[src/three_link_forward_kinematics_macros.svh]
// Assertion macros for the arm kinematics block.
// Used by the top level; no other dependencies.
`ifndef THREE_LINK_FORWARD_KINEMATICS_MACROS_SVH
`define THREE_LINK_FORWARD_KINEMATICS_MACROS_SVH
// implication checked every clock outside reset
`define TLFK_ASSERT_IMPL(label, ante, cons) \
  label: assert property (@(posedge clk) disable iff (rst) (ante) |-> (cons)) \
    else $error("assertion failed");
// next-cycle implication
`define TLFK_ASSERT_NEXT(label, ante, cons) \
  label: assert property (@(posedge clk) disable iff (rst) (ante) |=> (cons)) \
    else $error("assertion failed");
`endif

[src/tlfk_pkg.sv]
// Package for the arm kinematics block: widths, CORDIC constants, atan table.
// No dependencies.
`timescale 1ns / 1ps
package tlfk_pkg;
  localparam int ANGLE_W = 17;
  localparam int OUT_W = 19;
  localparam int CORDIC_STAGES_DEF = 16;
  localparam int LENGTH_BITS_DEF = 16;
  localparam int TABLE_SIZE = 24;
  // vector and angle width in the CORDIC
  localparam int XY_W = 33;
  localparam int Z_W = 32;
  localparam logic signed [XY_W-1:0] GAIN_Q30 = 33'sd652032874;
  localparam logic signed [19:0] TURN_UNITS = 20'sd46080;
  localparam logic signed [19:0] HALF_UNITS = 20'sd23040;
  localparam logic signed [19:0] QUARTER_UNITS = 20'sd11520;
  localparam logic [1:0] REG_LINK_ONE = 2'd0;
  localparam logic [1:0] REG_LINK_TWO = 2'd1;
  localparam logic [1:0] REG_LINK_THREE = 2'd2;

  typedef struct packed {
    logic signed [XY_W-1:0] x;
    logic signed [XY_W-1:0] y;
    logic signed [Z_W-1:0]  z;
    logic                   neg;
  } cordic_vec_t;

  function automatic logic signed [Z_W-1:0] atan_entry(input int i);
    logic signed [Z_W-1:0] r;
    unique case (i)
      0: r = 32'sd754974720;  1: r = 32'sd445687602;  2: r = 32'sd235489088;
      3: r = 32'sd119537938;  4: r = 32'sd60000934;   5: r = 32'sd30029717;
      6: r = 32'sd15018523;   7: r = 32'sd7509720;    8: r = 32'sd3754917;
      9: r = 32'sd1877466;    10: r = 32'sd938734;    11: r = 32'sd469367;
      12: r = 32'sd234684;    13: r = 32'sd117342;    14: r = 32'sd58671;
      15: r = 32'sd29335;     16: r = 32'sd14668;     17: r = 32'sd7334;
      18: r = 32'sd3667;      19: r = 32'sd1833;      20: r = 32'sd917;
      21: r = 32'sd458;       22: r = 32'sd229;       23: r = 32'sd115;
      default: r = '0;
    endcase
    return r;
  endfunction
endpackage

[src/tlfk_reduce.sv]
// Angle reduction into +/-90 degrees and CORDIC start vector.
// Depends on tlfk_pkg.
`timescale 1ns / 1ps
module tlfk_reduce import tlfk_pkg::*; (
  input  logic signed [19:0] angle,
  output cordic_vec_t        vec
);
  logic signed [19:0] r;
  logic signed [19:0] q;
  logic               neg;
  always_comb begin
    // a sum of three raw 17-bit angles stays within 4.3 turns of zero,
    // so four conditional corrections each way bring it into range
    r = angle;
    for (int i = 0; i < 4; i++) begin
      if (r > HALF_UNITS) r = r - TURN_UNITS;
    end
    for (int i = 0; i < 4; i++) begin
      if (r <= -HALF_UNITS) r = r + TURN_UNITS;
    end
    neg = 1'b0;
    q = r;
    if (r > QUARTER_UNITS) begin
      q = r - HALF_UNITS;
      neg = 1'b1;
    end else if (r < -QUARTER_UNITS) begin
      q = r + HALF_UNITS;
      neg = 1'b1;
    end
    vec.x = GAIN_Q30;
    vec.y = '0;
    vec.z = {q[14:0], 17'd0};
    vec.neg = neg;
  end
endmodule

[config.mk]
export PLATFORM = sky130hd
export DESIGN_NAME = tlfk_reduce
export DESIGN_NICKNAME = d
export VERILOG_FILES = /design/src/three_link_forward_kinematics_macros.svh /design/src/tlfk_pkg.sv /design/src/tlfk_reduce.sv
export SDC_FILE = /design/constraint.sdc
export NUM_CORES = 1
export LEC_CHECK = 0
export BUFFER_PORTS_ARGS = -buffer_cell sky130_fd_sc_hd__buf_2
export CAP_MARGIN = 10
export CORE_UTILIZATION = 35
export DETAILED_ROUTE_END_ITERATION = 16
export REMOVE_ABC_BUFFERS = 1
export SYNTH_ARGS = -nofsm -noshare
export SYNTH_HDL_FRONTEND = slang
export SYNTH_SLANG_ARGS = --single-unit
[constraint.sdc]
create_clock -name vclk -period 26.4
set_input_delay 5.28 -clock vclk [all_inputs]
set_output_delay 5.28 -clock vclk [all_outputs]
set_load 0.005 [all_outputs]
# Yosys cells after proc, flatten, opt, wreduce, memory -nomap -nowiden
# Index checks and enable logic that the tools add are counted.
[totals]
in_bits = 20
reg_bits = 0
rom_bits = 0
latchBits = 0
word_cells = 32
ram_bits = 0
memories = 0
[op_classes]
mux = 12
order_cmp = 10
n_bitwise = 0
n_reduce_logical = 0
n_addsub = 10
div = 0
eq_ne = 0
n_shift = 0
mul = 0
[op_table]
columns = ["op", "count"]
rows = [
  ["$mux W20", 8],
  ["$add A20 B17 Y20 const B", 4],
  ["$gt A20 B16 Y1 const B", 4],
  ["$le A20 B16 Y1 const B", 4],
  ["$sub A20 B17 Y20 const B", 4],
  ["$mux W15", 2],
  ["$gt A20 B15 Y1 const B", 1],
  ["$lt A20 B15 Y1 const B", 1],
  ["$add A15 B15 Y15 const B", 1],
  ["$sub A15 B15 Y15 const B", 1],
  ["$mux W1", 2],
]

# Logic depth before layout (Yosys ltp)
[depth]
depth_word = 19
ltp_mapped = 69
ltp_nobuf = 61

# Worst setup path after synthesis
# Ideal clock, no wire load.
[synth_timing]
path_kind = "input port to output port"
start = "input port angle[10]"
end = "output port vec[32] (netlist bit)"
slack_ns = 3.212
path_stages = 63
required_ns = 21.120
path_buffers = 9
t_arrival_ns = 17.908
cell_sequence = "clkbuf_1 > inv_1 > ha_1 > a21oi_1 > o211a_1 > a211oi_2 > clkbuf_1 > xnor2_1 > ha_1 > a21oi_1 > or3_4 > and3_4 > buf_6 > nor2_1 > nand2_1 > o21ai_0 > ha_1 > a21oi_1 > [27 not listed] > o22ai_2 > or4b_4 > nor3_4 > nor2_1 > xnor2_1 > inv_1 > ha_1 > nand2_1 > o21ai_0 > o221ai_1 > nand4_1 > a31oi_2 > buf_6 > mux2_4 > a21o_1 > a221o_1 > o31ai_2 > xnor2_1"
[synth_rtl]
columns = ["element", "line", "source"]
rows = [
  ["from (decl)", "tlfk_reduce.sv:5", "input logic signed [19:0] angle,"],
  ["to (decl)", "tlfk_reduce.sv:6", "output cordic_vec_t vec"],
]

==> metrics.md <==
| Metric | Value |
|---|---|
| Netlist Area Pre-Place | `roughly 0.0058 mm²` |
| Unrepaired setup endpoints after global routing | `no` |
| Fin crit share | `0.9510` |
| Reg area | `0 µm²` |
| Final setup fails | `0` |
| Io pins | `approximately 120` |
| Worst-margin pin slew | `1.041 ns` |
| Synth area leader | `buf_4` |
| Critical path class | `input port to output port` |
| P&R area growth vs syn | `-1.485%` |
| Run status | `completed` |
| Maximum fanout along the worst path | `14` |
| Tot GR Track Use | `0.1808` |
| Cell at the slowest stage of the critical path | `o31ai_4` |
| Relative slew margins | `0.2985` |
| Setup tns final | `0 ns` |
| Largest net degree at the start of global routing | `17` |
| DP HPWL | `roughly 13000 µm` |
| Final Max Tran Viols | `0` |
| CP peak stage delay | `around 0.62 ns` |
| Hold Path Class | `input port to output port` |
| # diodes | `0` |
| FMAX | `0.03983 GHz` |
| Buf/Inv on CP | `4` |
| Die Wd | `about 130 µm` |
| Warnings, synthesis | `0` |
| Top delay family on crit path | `compound AO/OA/AOI/OAI gates` |
| Final WL | `15900 µm` |
| Clk_buf instances | `0` |
| Synth top area share | `0.1227` |
| CTS Hold Buffers Added | `0` |
| Iteration-0 DRC Markers | `507` |
| Max layer used | `met4` |
| Post-DR wirelength/cell | `between 15 and 20 µm` |
| Fin nets | `868` |
| Register area share after synthesis | `0` |
| Syn Inst Count | `829` |
| CP startpoint kind | `input port` |
| First-pass GRT wire length | `between 20000 and 30000 µm` |
| Most frequent CP cell | `ha_1` |
| DR WL met2 | `~7000 µm` |
| GP Congestion | `0.8508` |
| Share of cells above drive strength 1 | `0.1368` |
| Mean area per synthesized cell | `roughly 7 µm²` |
| Routed Antenna Nets | `0` |
| Starting density of the core | `0.3619` |
| Worst EP required | `roughly 21 ns` |
| Via count | `6188` |
| Met3 wire len | `787 µm` |
| Crit. End Element | `output port` |
| Vias in the first global route | `about 5200` |
| Wl on met1 | `between 8000 and 9000 µm` |
| IO buf count | `36` |
| Final Hold Viols | `0` |
| DRC violations left | `0` |
| Gr ovfl total | `0` |
| Yosys cell types | `around 110` |
| Core Region | `roughly 0.016 mm²` |
| Max Cap Viol | `0` |
| Synth top area cells | `buf_4, xnor2_1, nor2_1` |
| Num rows | `46` |
| Tmin final | `roughly 25 ns` |
| Critical path arrival | `19.83 ns` |
| Seq_cells | `0` |
| DR vias/cell | `5.939` |
| Pre-antenna DRT Iters | `5` |
| Die Ht | `130.9 µm` |
| DIE AREA | `roughly 0.017 mm²` |
| Post-CTS setup buffers | `0` |
| Initial antenna violation count | `0` |
logic make-up after synthesis:
kind of cell,synth area share
and+or+nand+nor,0.2764
AOI/OAI and AO/OA,0.3845
buffers and inverters,0.1688
xor gates and xnor gates,0.07363
muxes,0.05231
adders and majority gates,0.04306
other,0.001292
cell usage in the layout (no fill, tap or decap), drive strengths merged, types with 16 or more instances in the layout:
master,netlist,routed
nor2,73,73
conb,2,83
ha,20,20
xnor2,36,36
nand3,32,32
nand2,63,63
a31oi,16,16
mux2i,18,18
nor4,17,17
o21ai,46,46
inv,23,23
a21oi,49,49
nor3,31,31
o211ai,17,17
buf,112,42
layout make-up:
cell class / instances / area, µm²
Timing Repair Buffer: 42 / 225.2
Multi-Input combinational cell: 761 / 5144
Tap cell: 216 / 270.3
Inverter: 23 / 86.33
Fill cell: 1749 / 10330
metal layers:
layer | track usage | up-vias
li1 | - | 3007
met5 | 0 | -
met4 | 0.01420 | 0
met2 | 0.2907 | 248
met1 | 0.2765 | 2925
met3 | 0.002443 | 8
cell usage after synthesis, types with 8 or more instances:
master	number
nor3_1	29
nand3_1	31
nand2_1	62
nor4_1	14
a31oi_1	14
and2_1	9
nor2_1	72
o31ai_1	10
o31a_1	10
mux2i_1	17
or3_1	12
xor2_1	12
a21o_1	11
buf_4	95
a21oi_1	46
xnor2_1	35
inv_1	23
ha_1	20
mux2_2	8
clkbuf_1	14
and3_1	14
buf_2	10
o211ai_1	17
o21ai_0	37
final timing paths:
path / startpoint / end / slack, ns / depth (start not counted)
min: angle[7] / vec[25] / 10.75 / 2
max: angle[4] / vec[31] / 1.29 / 57
stage by stage:
step	cells	utilization	hold WS (ns)	setup slack (ns)	cell area (µm²)
floorplan	784	-	10.56	2.818	5221
global placement	1042	0.3560	10.75	1.648	5717
detailed placement	1042	0.3560	10.75	1.362	5717
CTS	1042	0.3560	10.75	1.260	5717
global route	1042	0.3566	10.75	0.06986	5725
finish	1042	0.3566	10.75	1.295	5725
timing repair:
action | CTS | global route
endpoints found under the setup margin | 0 | 2
resized for setup | 0 | 1
endpoints found under the hold margin | 0 | 0
Power is not shown: default switching activity piles up to over one toggle a cycle in this logic, so the estimate is an artifact.
